`src/design/icbt_pkg.sv`:
```
// Shared constants, types and result codes of the interval booking table.
// Used by icbt_cell and interval_conflict_booking_table_core.
package icbt_pkg;

  localparam int ENTRIES    = 64;
  localparam int TIME_WIDTH = 32;
  localparam int PORT_TW    = 32;
  localparam int CNT_OUT_W  = 7;
  localparam int CNT_W      = $clog2(ENTRIES + 1);

  typedef logic [TIME_WIDTH-1:0] time_t;
  typedef logic [CNT_W-1:0]      cnt_t;

  typedef enum logic [1:0] {
    ST_BOOKED  = 2'd0,
    ST_OVERLAP = 2'd1,
    ST_FULL    = 2'd2
  } status_t;

  typedef struct packed {
    logic  valid;
    time_t lo;
    time_t hi;
    cnt_t  rem;
    logic  clash;
    logic  booked;
  } tok_t;

endpackage

```
`src/design/icbt_cell.sv`:
```
// One cell of the booking chain: holds one stored interval and passes the
// request word to its neighbor each cycle. Depends on icbt_pkg.
module icbt_cell (
  input  logic          clk,
  input  logic          rst_n,
  input  icbt_pkg::tok_t tok_i,
  output icbt_pkg::tok_t tok_o
);
  import icbt_pkg::*;

  time_t start_r;
  time_t end_r;
  tok_t  tok_r;
  tok_t  tok_nxt;
  logic  hit;
  logic  wr;

  assign hit = (tok_i.lo < end_r) && (tok_i.hi > start_r);
  assign wr  = tok_i.valid && (tok_i.rem == '0) && !tok_i.clash && !tok_i.booked;

  always_comb begin
    tok_nxt = tok_i;
    if (tok_i.rem != '0) begin
      tok_nxt.clash = tok_i.clash | hit;
      tok_nxt.rem   = tok_i.rem - cnt_t'(1);
    end else if (wr) begin
      tok_nxt.booked = 1'b1;
    end
  end

  always_ff @(posedge clk) begin
    if (!rst_n) begin
      tok_r.valid <= 1'b0;
    end else begin
      tok_r.valid <= tok_nxt.valid;
    end
    tok_r.lo     <= tok_nxt.lo;
    tok_r.hi     <= tok_nxt.hi;
    tok_r.rem    <= tok_nxt.rem;
    tok_r.clash  <= tok_nxt.clash;
    tok_r.booked <= tok_nxt.booked;
    if (wr) begin
      start_r <= tok_i.lo;
      end_r   <= tok_i.hi;
    end
  end

  assign tok_o = tok_r;

endmodule

```
`config.mk`:
```
export PLATFORM = sky130hd
export DESIGN_NAME = icbt_cell
export DESIGN_NICKNAME = d
export VERILOG_FILES = /design/src/design/icbt_pkg.sv /design/src/design/icbt_cell.sv
export SDC_FILE = /design/constraint.sdc
export NUM_CORES = 1
export LEC_CHECK = 0
export ABC_AREA = 1
export ABC_CLOCK_PERIOD_IN_PS = 5100
export BUFFER_PORTS_ARGS = -buffer_cell sky130_fd_sc_hd__buf_2
export CAP_MARGIN = 20
export CORE_ASPECT_RATIO = 1.2
export CORE_UTILIZATION = 45
export DETAILED_ROUTE_END_ITERATION = 16
export PLACE_DENSITY_LB_ADDON = 0.05
export SETUP_SLACK_MARGIN = 0.4
export SYNTH_ARGS = -nofsm -noshare
export SYNTH_HDL_FRONTEND = slang
export SYNTH_SLANG_ARGS = --single-unit
```
`constraint.sdc`:
```
create_clock -name clk -period 5.1 [get_ports clk]
set_clock_uncertainty 0.1 [all_clocks]
set_input_delay 0.51 -clock clk [delete_from_list [all_inputs] [get_ports clk]]
set_output_delay 0.51 -clock clk [all_outputs]
set_load 0.005 [all_outputs]
```
==> key figures <==
Outcome
  • Status: completed

Global route
  • GR Overflow Total: 0
  • Pin count of the biggest net entering global routing: 34
  • Initial antenna violation count: 0
  • Global-route wire length before repair: between 15 and 20 mm
  • Total GRT Usage: approximately 17%
  • Vias in the first global route: around 3500

Worst setup path
  • Worst path cell trace: buf_2, clkinv_2, ha_1, nand4_2, nor2_4, nand3_1, nor2_4, buf_4
  • Worst Setup Path Type: input pin to register
  • CP Capture Type: register
  • Slowest cell on the critical path: nor2_4
  • Top delay family on crit path: simple AND/OR/NAND/NOR gates
  • Critical Path Source Type: input pin
  • CP dominant cell by count: nor2_4
  • Worst path required time: 5.06 ns
  • Arrival @ worst endpoint: ~2.8 ns
  • Crit path buffers/inverters: 3
  • Slowest stage delay, CP: between 0.7 and 0.8 ns
  • Max FO, Critical Path: 33

CTS
  • Resize count post-CTS: 0
  • CTS Hold Bufs: 0
  • Clock-pin slew on the worst setup and hold paths: about 0.06 ns
  • Clock Path Buffers: 2
  • CTS H-tree depth: 4
  • Clk Tree Root Cell: clkbuf_16
  • CTS tree: yes
  • Later-pin clock latency in the skew report: ~0.41 ns
  • Post-CTS Setup Bufs: 0
  • CTS Sinks: between 100 and 150
  • Num CTS Buffers: 17

Timing
  • Slew headroom: 35.86%
  • Min cycle time layout: roughly 2.8 ns
  • Hold Fails Final Rpt: 0
  • RSZ-0062 raised after global routing: no
  • Max Clock Freq: approximately 0.36 GHz
  • Setup TNS Final: 0 ns
  • Final setup fails: 0
  • Worst slew pin tran: around 0.96 ns
  • Final worst-path cycle share: a little under three fifths
  • WHS: about 0.13 ns
  • Max-slew violations: 0

Detailed routing
  • Via count: approximately 3500
  • Drt drc: 0
  • DR vias/cell: approximately 4.5
  • Antenna-violating nets left: 0
  • WL final: about 9.4 mm
  • Wire length per cell: 12.11 µm
  • 1st-pass router iterations: 4
  • Initial DRC Count: 93

Placement
  • IO buf count: about 150
  • DP HPWL: between 7 and 8 mm
  • Placer Congestion: between 0.7 and 0.8

Synth
  • Syn Inst Count: 441
  • Syn_nets: roughly 580
  • Mapped Avg Cell Area: 11.90 µm²
  • Post-synthesis sequential area ratio: 64.84%
  • Cell Area, Synth: about 5200 µm²
  • Synth warn: 0
  • Synthesized flop and latch total: ~140
  • Netlist cell types: 24

Pwr
  • Power per Cell Area: 356.5 nW/µm²
  • Peak supply drop: roughly 210 µV
  • Static Leak: about 0.0033 µW

Cells and area
  • Final Core Density: 59.87%
  • P&R area growth vs syn: 27.68%
  • Antenna fix cells: 0
  • Most frequent cells in the layout: buf_2 (149), inv_1 (82), dfxtp_1 (74), nand2_1 (66)
  • Nets@finish: between 700 and 800
  • Layout cell share with drive strength beyond 1: a little under a third
  • Commonest non-fill, non-tap cell in the layout: buf_2

Floorplan
  • Row count: 42
  • Io pins: 150
  • Initial Util: 46.89%
  • Die Span X: around 100 µm
  • Die area: approximately 12000 µm²
  • Chip height: around 120 µm
  • Core region area: 11190 µm²

Hold path
  • Hold WC Path Type: input pin to register

Flow run
  • # Max-Cap Violations: 0
==> power breakdown <==
| group | internal, µW | switching, µW | leakage (µW) |
|---|---|---|---|
| Combinational | 68.8 | 76.0 | 0.00185 |
| Clock | 636 | 410 | 0.000243 |
| Sequential | 1190 | 6.59 | 0.00120 |
| Total | 1900 | 493 | 0.00329 |
==> state kept, by name (all words and copies together) (netlist names) <==
signal / flops
end_r: 32
tok_o: 74
start_r: 32
==> worst register-to-register path, stage by stage, from the launching register on <==
cell and delay [ns]:
edfxtp_1 0.33, inv_1 0.05, ha_1 0.28, nand2_1 0.07, nor2_1 0.16, nand2_1 0.10, nor2_1 0.14, nand2_1 0.07
nand3_1 0.06, nor2_1 0.05, nand3_2 0.07, nand2_1 0.04
==> final timing paths <==
check | start | endpoint | slack (ns) | cells after the start
max | tok_i[2] | end_r[17] | 2.29 | 8
min | tok_i[44] | tok_o[44] | 0.13 | 1
max reg2reg | start_r[15] | tok_o[1] | 3.48 | 11
min reg2reg | start_r[31] | tok_o[1] | 0.82 | 8
==> stage by stage <==
step           power [µW]  instance area [µm²]  worst slack (ns)  std cells
6_report             2389                 6701             2.289        774
3_5_place_dp         1368                 6202             1.811        745
5_1_grt              2492                 6701             2.065        774
3_3_place_gp         1365                 6202             1.910        745
4_1_cts              2423                 6701             2.238        774
2_1_floorplan        1277                 5249            0.6118        441
==> cell families after synthesis <==
logic type | count (synthesis) | synth area share (%)
and+or+nand+nor | 102 | 8.558
adders and majority gates | 64 | 15.26
DFF | 138 | 64.84
AOI/OAI and AO/OA | 49 | 4.839
buffers and inverters | 86 | 6.174
xor gates and xnor gates | 2 | 0.3338
==> Yosys cell counts, drive strengths merged <==
| master | number | area share, % |
|---|---|---|
| nor2 | 19 | 1.6 |
| dfxtp | 74 | 28 |
| inv | 85 | 6.1 |
| nor3 | 4 | 0.48 |
| nand3 | 6 | 0.76 |
| a21oi | 35 | 3.3 |
| o21ai | 10 | 0.95 |
| o22ai | 1 | 0.12 |
| xor2 | 2 | 0.33 |
| edfxtp | 64 | 37 |
| clkinv | 1 | 0.095 |
| nand2 | 66 | 4.7 |
| ha | 64 | 15 |
| o21a | 3 | 0.43 |
| nand4 | 4 | 0.60 |
| or2 | 3 | 0.36 |
==> routing by layer <==
layer	up-vias	global-route usage, %	part of all wire (%)
met5	-	0	0
met4	0	8.424	1.7
met3	13	5.318	5.9
met2	103	27.31	49
met1	1573	20.30	43
li1	1788	-	-
==> cell type report <==
class	instances	area, µm²
clock buffer	25	475.5
sequential	138	3403
fill	959	4492
timing repair buffer	150	753.2
tap	154	192.7
multi-input combinational	217	1529
clock inverter	4	23.77
inverter	86	324.1
(Power assumes the default switching activity.)
